===== config.mk =====
export PLATFORM = sky130hd
export DESIGN_NAME = rice_escape_residual_decoder
export DESIGN_NICKNAME = d
export VERILOG_FILES = /design/src/sv/rerd_pkg.sv /design/src/sv/rerd_byte_queue.sv /design/src/sv/rerd_decoder.sv /design/src/sv/rice_escape_residual_decoder.sv
export SDC_FILE = /design/constraint.sdc
export NUM_CORES = 1
export LEC_CHECK = 0
export ABC_AREA = 1
export BUFFER_PORTS_ARGS = -buffer_cell sky130_fd_sc_hd__buf_4
export CAP_MARGIN = 40
export CORE_AREA = 2 2 206 208
export DETAILED_ROUTE_END_ITERATION = 10
export DIE_AREA = 0 0 208 210
export HOLD_SLACK_MARGIN = 0.12
export PLACE_DENSITY_LB_ADDON = 0.3
export SKIP_LAST_GASP = 1
export SLEW_MARGIN = 20
export SYNTH_ARGS = -nofsm -noshare
export SYNTH_HDL_FRONTEND = slang
export SYNTH_SLANG_ARGS = --single-unit

===== constraint.sdc =====
create_clock -name clk -period 5.6 [get_ports clk]
set_clock_uncertainty 0.2 [all_clocks]
set_input_delay 0.56 -clock clk [delete_from_list [all_inputs] [get_ports clk]]
set_output_delay 0.56 -clock clk [all_outputs]
set_load 0.01 [all_outputs]

===== src/sv/rerd_pkg.sv =====
// ============================================================================
// rerd_pkg - shared types and functions for the Rice residual decoder
// Holds the decoder state layout, result layout, register indexes and the
// single-bit decode step used by the bit-pair datapath.
// ============================================================================
package rerd_pkg;

    localparam int MAX_FRAME   = 512;
    localparam int CNT_W       = $clog2(MAX_FRAME);
    localparam int K_W         = 4;
    localparam int CPC_W       = 9;
    localparam int VAL_W       = 32;
    localparam int RAW_W       = 16;
    localparam int LEFT_W      = 5;
    localparam int BYTE_W      = 8;
    localparam int CFG_IDX_W   = 2;
    localparam int CFG_DATA_W  = 9;
    localparam int QUEUE_DEPTH = 2;
    localparam int QPTR_W      = $clog2(QUEUE_DEPTH);
    localparam int QCNT_W      = $clog2(QUEUE_DEPTH + 1);
    localparam int PAIR_W      = $clog2(BYTE_W / 2);

    // phase codes
    localparam logic [1:0] PH_FLAG  = 2'd0;
    localparam logic [1:0] PH_RAW   = 2'd1;
    localparam logic [1:0] PH_UNARY = 2'd2;
    localparam logic [1:0] PH_REM   = 2'd3;

    // configuration register indexes
    localparam logic [CFG_IDX_W-1:0] CFG_K_MID  = 2'd0;
    localparam logic [CFG_IDX_W-1:0] CFG_K_SIDE = 2'd1;
    localparam logic [CFG_IDX_W-1:0] CFG_CODES  = 2'd2;

    typedef struct packed {
        logic [1:0]        phase;
        logic              chan;
        logic [VAL_W-1:0]  quot;
        logic [RAW_W-1:0]  acc;
        logic [LEFT_W-1:0] left;
        logic [CNT_W-1:0]  cnt;
    } dec_state_t;

    typedef struct packed {
        logic [VAL_W-1:0] value;
        logic             escaped;
        logic             channel;
        logic             frame_done;
    } result_t;

    typedef struct packed {
        dec_state_t st;
        logic       emit;
        result_t    res;
    } step_t;

    typedef struct packed {
        logic [K_W-1:0]   k_mid;
        logic [K_W-1:0]   k_side;
        logic [CPC_W-1:0] codes;
    } cfg_t;

    // zigzag unfold: (u >> 1) ^ -(u & 1)
    function automatic logic [VAL_W-1:0] unfold(logic [VAL_W-1:0] u);
        return {1'b0, u[VAL_W-1:1]} ^ {VAL_W{u[0]}};
    endfunction

    // Consume one stream bit.
    function automatic step_t bit_step(dec_state_t s, logic b, cfg_t cfg);
        step_t             r;
        logic [K_W-1:0]    k;
        logic [RAW_W-1:0]  acc_n;
        logic [LEFT_W-1:0] left_n;
        logic [VAL_W-1:0]  qsh;
        logic [CNT_W-1:0]  nxt;
        logic              last;
        logic              fin;
        logic [VAL_W-1:0]  val;
        logic              esc;
        r      = '0;
        r.st   = s;
        fin    = 1'b0;
        val    = '0;
        esc    = 1'b0;
        k      = s.chan ? cfg.k_side : cfg.k_mid;
        acc_n  = {s.acc[RAW_W-2:0], b};
        left_n = s.left - LEFT_W'(1);
        qsh    = s.quot << k;
        nxt    = s.cnt + CNT_W'(1);
        last   = (nxt == cfg.codes[CNT_W-1:0]);
        unique case (s.phase)
            PH_FLAG:
            begin
                r.st.acc = '0;
                if (b)
                begin
                    r.st.phase = PH_RAW;
                    r.st.left  = LEFT_W'(RAW_W);
                end
                else
                begin
                    r.st.phase = PH_UNARY;
                    r.st.quot  = '0;
                end
            end
            PH_RAW:
            begin
                r.st.acc  = acc_n;
                r.st.left = left_n;
                if (left_n == '0)
                begin
                    fin = 1'b1;
                    esc = 1'b1;
                    val = {{(VAL_W-RAW_W){acc_n[RAW_W-1]}}, acc_n};
                end
            end
            PH_UNARY:
            begin
                if (b)
                begin
                    r.st.quot = s.quot + VAL_W'(1);
                end
                else
                begin
                    r.st.quot = qsh;
                    if (k == '0)
                    begin
                        fin = 1'b1;
                        val = unfold(qsh);
                    end
                    else
                    begin
                        r.st.phase = PH_REM;
                        r.st.left  = LEFT_W'(k);
                        r.st.acc   = '0;
                    end
                end
            end
            PH_REM:
            begin
                r.st.acc  = acc_n;
                r.st.left = left_n;
                if (left_n == '0)
                begin
                    fin = 1'b1;
                    val = unfold(s.quot + VAL_W'(acc_n));
                end
            end
        endcase
        if (fin)
        begin
            r.emit           = 1'b1;
            r.res.value      = val;
            r.res.escaped    = esc;
            r.res.channel    = s.chan;
            r.res.frame_done = last & s.chan;
            r.st.phase       = PH_FLAG;
            r.st.left        = '0;
            r.st.acc         = '0;
            r.st.cnt         = last ? '0 : nxt;
            r.st.chan        = last ? ~s.chan : s.chan;
        end
        return r;
    endfunction

endpackage


===== src/sv/rerd_byte_queue.sv =====
// ============================================================================
// rerd_byte_queue - input byte queue
// Accepts stream bytes and holds them for the decoder, so the stream side
// keeps moving while the decoder works through a byte or waits on output.
// ============================================================================
module rerd_byte_queue (
    input  logic                      clk,
    input  logic                      rst_n,
    input  logic                      stream_valid,
    output logic                      stream_ready,
    input  logic [rerd_pkg::BYTE_W-1:0] stream_byte,
    output logic                      head_valid,
    output logic [rerd_pkg::BYTE_W-1:0] head_byte,
    input  logic                      pop
);
    import rerd_pkg::*;

    logic [BYTE_W-1:0] mem_reg [QUEUE_DEPTH];
    logic [QPTR_W-1:0] wr_ptr_reg;
    logic [QPTR_W-1:0] wr_ptr_next;
    logic [QPTR_W-1:0] rd_ptr_reg;
    logic [QPTR_W-1:0] rd_ptr_next;
    logic [QCNT_W-1:0] count_reg;
    logic [QCNT_W-1:0] count_next;
    logic              push;
    logic              pull;

    assign stream_ready = (count_reg != QCNT_W'(QUEUE_DEPTH));
    assign head_valid   = (count_reg != '0);
    assign head_byte    = mem_reg[rd_ptr_reg];
    assign push         = stream_valid & stream_ready;
    assign pull         = pop & head_valid;

    always_comb
    begin
        wr_ptr_next = wr_ptr_reg;
        rd_ptr_next = rd_ptr_reg;
        count_next  = count_reg;
        if (push)
        begin
            wr_ptr_next = (wr_ptr_reg == QPTR_W'(QUEUE_DEPTH - 1)) ? '0
                                                                  : wr_ptr_reg + QPTR_W'(1);
        end
        if (pull)
        begin
            rd_ptr_next = (rd_ptr_reg == QPTR_W'(QUEUE_DEPTH - 1)) ? '0
                                                                  : rd_ptr_reg + QPTR_W'(1);
        end
        if (push && !pull)
        begin
            count_next = count_reg + QCNT_W'(1);
        end
        else if (pull && !push)
        begin
            count_next = count_reg - QCNT_W'(1);
        end
    end

    always_ff @(posedge clk or negedge rst_n)
    begin
        if (!rst_n)
        begin
            wr_ptr_reg <= '0;
            rd_ptr_reg <= '0;
            count_reg  <= '0;
        end
        else
        begin
            wr_ptr_reg <= wr_ptr_next;
            rd_ptr_reg <= rd_ptr_next;
            count_reg  <= count_next;
        end
    end

    always_ff @(posedge clk)
    begin
        if (push)
        begin
            mem_reg[wr_ptr_reg] <= stream_byte;
        end
    end

endmodule


===== src/sv/rerd_decoder.sv =====
// ============================================================================
// rerd_decoder - bit-pair code decoder and result stage
// Walks the head byte two bits per cycle unless stalled, holds each finished
// code until it is known whether it is the last of its byte, then hands it
// to the output register.
// ============================================================================
module rerd_decoder (
    input  logic                        clk,
    input  logic                        rst_n,
    input  rerd_pkg::cfg_t              cfg,
    input  logic                        head_valid,
    input  logic [rerd_pkg::BYTE_W-1:0] head_byte,
    output logic                        pop,
    output logic                        result_valid,
    input  logic                        result_ready,
    output rerd_pkg::result_t           result,
    output logic                        result_last
);
    import rerd_pkg::*;

    dec_state_t          st_reg;
    dec_state_t          st_next;
    logic [PAIR_W-1:0]   pair_reg;
    logic [PAIR_W-1:0]   pair_next;
    logic                pend_vld_reg;
    logic                pend_vld_next;
    logic                pend_closed_reg;
    logic                pend_closed_next;
    result_t             pend_reg;
    result_t             pend_next;
    logic                out_vld_reg;
    logic                out_vld_next;
    logic                out_last_reg;
    result_t             out_reg;

    logic [BYTE_W-1:0]   shifted;
    step_t               s1;
    step_t               s2;
    logic                emit;
    result_t             res;
    logic                done;
    logic                eob;
    logic                push;
    logic                out_free;
    logic                stall;
    logic                do_step;

    // current bit pair sits at the top of the shifted byte
    assign shifted = head_byte << {pair_reg, 1'b0};
    assign s1      = bit_step(st_reg, shifted[BYTE_W-1], cfg);
    assign s2      = bit_step(s1.st, shifted[BYTE_W-2], cfg);

    always_comb
    begin
        done = s1.emit & s1.res.frame_done;
        emit = s1.emit | (!done & s2.emit);
        res  = s1.emit ? s1.res : s2.res;
        if (!done)
        begin
            done = s2.emit & s2.res.frame_done;
        end
    end

    assign eob      = (pair_reg == PAIR_W'(BYTE_W / 2 - 1)) | done;
    assign push     = pend_vld_reg & (pend_closed_reg | (head_valid & emit));
    assign out_free = !out_vld_reg | result_ready;
    assign stall    = push & !out_free;
    assign do_step  = head_valid & !stall;
    assign pop      = do_step & eob;

    always_comb
    begin
        st_next          = st_reg;
        pair_next        = pair_reg;
        pend_vld_next    = pend_vld_reg;
        pend_closed_next = pend_closed_reg;
        pend_next        = pend_reg;
        out_vld_next     = out_vld_reg & !result_ready;
        if (push && out_free)
        begin
            out_vld_next  = 1'b1;
            pend_vld_next = 1'b0;
        end
        if (do_step)
        begin
            // a frame end drops the rest of the byte
            st_next   = (s1.emit && s1.res.frame_done) ? s1.st : s2.st;
            pair_next = eob ? '0 : pair_reg + PAIR_W'(1);
            if (emit)
            begin
                pend_vld_next    = 1'b1;
                pend_closed_next = eob;
                pend_next        = res;
            end
            else if (eob)
            begin
                pend_closed_next = 1'b1;
            end
        end
    end

    always_ff @(posedge clk or negedge rst_n)
    begin
        if (!rst_n)
        begin
            st_reg          <= '0;
            pair_reg        <= '0;
            pend_vld_reg    <= 1'b0;
            pend_closed_reg <= 1'b0;
            out_vld_reg     <= 1'b0;
        end
        else
        begin
            st_reg          <= st_next;
            pair_reg        <= pair_next;
            pend_vld_reg    <= pend_vld_next;
            pend_closed_reg <= pend_closed_next;
            out_vld_reg     <= out_vld_next;
        end
    end

    always_ff @(posedge clk)
    begin
        pend_reg <= pend_next;
        if (push && out_free)
        begin
            out_reg      <= pend_reg;
            out_last_reg <= pend_closed_reg;
        end
    end

    assign result_valid = out_vld_reg;
    assign result       = out_reg;
    assign result_last  = out_last_reg;

endmodule


===== src/sv/rice_escape_residual_decoder.sv =====
// ============================================================================
// rice_escape_residual_decoder - Rice residual decoder with per-code escape
// Decodes the mid and side residual codes of one frame from a byte stream.
// ============================================================================
// Usage:
//   stream channel (stream_valid/stream_ready/stream_byte) takes the residual
//   bitstream one byte per transfer, MSB first, into a two-byte queue.
//   result channel (result_valid/result_ready plus value, escaped, channel,
//   frame_done, last_of_byte) moves one decoded code per transfer.
//   cfg channel (cfg_valid/cfg_ready/cfg_index/cfg_data) writes rice_k_mid,
//   rice_k_side and codes_per_channel; cfg_ready is always high. Write only
//   while no byte is in flight.
//   The decoder consumes two stream bits per cycle unless stalled by the
//   output; a byte yields at most four results, one per cycle unless stalled.
//   A result waits in a holding stage until its byte is finished or a later
//   code of the same byte completes, then moves to the output register.
//   Reset clears the queue, the decode state (mid channel, expecting an
//   escape flag) and the registers to k = 0 and one code per channel.
//   When result_ready is low the output register holds, the holding stage
//   and decoder stall, and the queue fills and drops stream_ready.
// ============================================================================
module rice_escape_residual_decoder (
    input  logic                            clk,
    input  logic                            rst_n,
    input  logic                            stream_valid,
    output logic                            stream_ready,
    input  logic [rerd_pkg::BYTE_W-1:0]     stream_byte,
    output logic                            result_valid,
    input  logic                            result_ready,
    output logic signed [rerd_pkg::VAL_W-1:0] value,
    output logic                            escaped,
    output logic                            channel,
    output logic                            frame_done,
    output logic                            last_of_byte,
    input  logic                            cfg_valid,
    output logic                            cfg_ready,
    input  logic [rerd_pkg::CFG_IDX_W-1:0]  cfg_index,
    input  logic [rerd_pkg::CFG_DATA_W-1:0] cfg_data
);
    import rerd_pkg::*;

    cfg_t              cfg_reg;
    logic              head_valid;
    logic [BYTE_W-1:0] head_byte;
    logic              pop;
    result_t           result;
    logic              result_last;

    assign cfg_ready = 1'b1;

    always_ff @(posedge clk or negedge rst_n)
    begin
        if (!rst_n)
        begin
            cfg_reg.k_mid  <= '0;
            cfg_reg.k_side <= '0;
            cfg_reg.codes  <= CPC_W'(1);
        end
        else if (cfg_valid && cfg_ready)
        begin
            unique case (cfg_index)
                CFG_K_MID:  cfg_reg.k_mid  <= cfg_data[K_W-1:0];
                CFG_K_SIDE: cfg_reg.k_side <= cfg_data[K_W-1:0];
                CFG_CODES:  cfg_reg.codes  <= cfg_data[CPC_W-1:0];
                default:    ;
            endcase
        end
    end

    rerd_byte_queue u_queue (
        .clk          (clk),
        .rst_n        (rst_n),
        .stream_valid (stream_valid),
        .stream_ready (stream_ready),
        .stream_byte  (stream_byte),
        .head_valid   (head_valid),
        .head_byte    (head_byte),
        .pop          (pop)
    );

    rerd_decoder u_decoder (
        .clk          (clk),
        .rst_n        (rst_n),
        .cfg          (cfg_reg),
        .head_valid   (head_valid),
        .head_byte    (head_byte),
        .pop          (pop),
        .result_valid (result_valid),
        .result_ready (result_ready),
        .result       (result),
        .result_last  (result_last)
    );

    assign value        = result.value;
    assign escaped      = result.escaped;
    assign channel      = result.channel;
    assign frame_done   = result.frame_done;
    assign last_of_byte = result_last;

`ifndef ASSERT_OFF
    // the frame ends on a side code, and drops the rest of its byte
    a_done_side: assert property (@(posedge clk) disable iff (!rst_n)
        result_valid && frame_done |-> channel)
        else $error("frame end on a mid code");

    a_done_last: assert property (@(posedge clk) disable iff (!rst_n)
        result_valid && frame_done |-> last_of_byte)
        else $error("frame end not closing its byte");

    // raw samples are 16-bit sign-extended
    a_raw_sext: assert property (@(posedge clk) disable iff (!rst_n)
        result_valid && escaped |->
            (value[VAL_W-1:RAW_W-1] == '0) || (value[VAL_W-1:RAW_W-1] == '1))
        else $error("escaped sample not sign-extended");
`endif

endmodule

==> out/results.tsv <==
metric	value	unit
synth_edf_count	87	
highest_layer	met5	
ioPinCount	63	
finalNonFillerCells	3555	
cts.sinks	177	
start_util	0.446	
fin_crit	5.29	ns
clkLatencyLatePin	0.51	ns
post-route-period-util	0.944	
place.gp.congestion	1.08	
place_ws	0.226	ns
cp-start-kind	register	
outcome	finished clean	
area_growth_syn_to_layout	9.45	%
final_nets	3073	
setup_slack	0.313	ns
routedWlPerCell	22.0	um
max_freq	0.189	GHz
hold_viol	0	
rows	75	
cts_buffers	17	
synth_area_per_cell	6.20	um^2
core	41500	um^2
vias_per_cell	6.01	
dieArea	43700	um^2
synth_cells	2985	
whs	0.156	ns
multi_input_area	12100	um^2
grt_max_degree	70	
synth.top_cells.by_area	nand2_1, edfxtp_1, nand3_1	
cp_cell_sequence	inv_4 -> nand2_1 -> nand3_1 -> nand3_1 -> nand2_2 -> nand2_2 -> buf_4 -> nand3_1 -> inv_1 -> nand3_1 -> ha_1 -> nand2_1 -> nand3_1 -> nor2_1 -> nand3_1 -> nor2_1 -> nand2_1 -> inv_1 -> nor2_1 -> nand3_1	
fin_tns_setup	0	ns
path_class	reg2reg	
syn_area	18500	um^2
setup_viol	0	
yosysMostFrequentCell	nand2_1	
netlist_top_cells_count	nand2_1, nand3_1, inv_1, nor2_1, o21ai_0	
die_x	208	um
worstPathRequired	5.73	ns
yosys_warnings	0	
synth_ff_type	dfrtp_1	
diodes	0	
num_vias	21400	
cap_violations	0	
drc	0	
drive_above_1_share	0.0706	
worstPathArrival	5.42	ns
worst-path-max-fanout	31	
port_buffers	61	
cts_tree	yes	
gr-total-overflow	0	
met3_wirelength	7840	um
hold_path_class	in2reg	
worstMarginPinSlew	0.880	ns
root_buffer	clkbuf_16	
dr.pass1.iters	7	
drtIter0Drc	2626	
dp_cells	3506	
ys_seq_area_frac	0.263	
crit_family	simple AND/OR/NAND/NOR gates	
dr_wl_met2	34600	um
ant_nets	0	
cpMostUsedCell	nand3_1	
die_h	210	um
track_usage	0.357	
slew_headroom	0.412	
synth-async-reset-ratio	0.508	
grt_pass1_wl	119000	um
regArea	4870	um^2
syn_nets	3055	
fillers	4394	
hpwl	60300	um
synth.distinct_cells	58	
critPathSlowestCell	nand2_1	
cts_buffer_depth	2	
slew_violations	0	
critPathCaptureType	register	
synth_top_area_share	0.205	
drt-met1-wl	31200	um
grt_pass1_vias	20000	
critPathMaxStageDelay	0.57	ns
largest_reg_flops	64	
antenna_found_initial	1	
synth_top_area_cell	nand2_1	
htreeDepth	4	
path_buf_inv	4	
rsz0062_at_grt	false	
totalWireLength	78100	um
path_clk_slew	0.08	ns
ys_seq_elements	177	
worst paths after layout:
kind	start	to	slack [ns]	depth (start not counted)
worst max register to register	u_queue.rd_ptr_reg	u_decoder.pend_reg[20]	0.31	20
worst max-delay path	u_queue.rd_ptr_reg	u_decoder.pend_reg[20]	0.31	20
worst min register to register	u_decoder.pend_reg[24]	u_decoder.result[24]	0.22	0
min in group asynchronous	rst_n	cfg_reg[6]	0.39	2
worst min-delay path	cfg_data[1]	cfg_reg[1]	0.16	3
max in group asynchronous	rst_n	u_decoder.st_reg[22]	3.63	3
layer usage:
layer	track usage	vias up
li1	-	9979
met1	0.454	9935
met2	0.567	1214
met3	0.0781	230
met4	0.193	2
met5	0	-
logic make-up (layout without fill, tap and decap cells):
group	after synthesis	after routing	synth area share
AO/OA/AOI/OAI	403	403	0.129
other	1	1	0.000203
flip-flops	177	177	0.263
XOR/XNOR	163	163	0.0778
buffers and inverters	389	420	0.0858
AND/OR/NAND/NOR	1806	1806	0.413
adder cells (fa/ha/maj)	46	46	0.0319
worst min-delay path, stage by stage:
cell     delay [ns]
buf_4          0.08
inv_1          0.05
o21ai_0        0.15
what timing repair did:
action / CTS / global route
hold buffers: 15 / 0
buffers inserted: 0 / 2
resized for setup: 0 / 2
setup endpoints to repair: 0 / 20
hold endpoints to repair: 61 / 0
area by class of cell:
type	count	area share
clock buffer	20	0.0226
clock inverter	12	0.00648
inverter	241	0.0448
multi-input combinational	2419	0.596
sequential	177	0.240
tap	539	0.0333
timing repair buffer	147	0.0565
through the flow:
stage          cell area [um^2]  utilization
6_report                  20300        0.489
4_1_cts                   20200        0.488
5_1_grt                   20300        0.489
2_1_floorplan             18500            -
3_3_place_gp              19500        0.470
3_5_place_dp              19500        0.470
placed cells by master (no fill, tap or decap), drive strengths merged, types with 28 or more instances in the layout:
cell type and n:
a21oi 95, buf 132, dfrtp 89, edfxtp 87
ha 44, inv 239, nand2 1025, nand3 464
nand4 36, nor2 229, nor3 28, o21ai 187
o22ai 36, xnor2 31, xor2 131
Power is not shown: default switching activity piles up to over one toggle a cycle in this logic, so the estimate is an artifact.
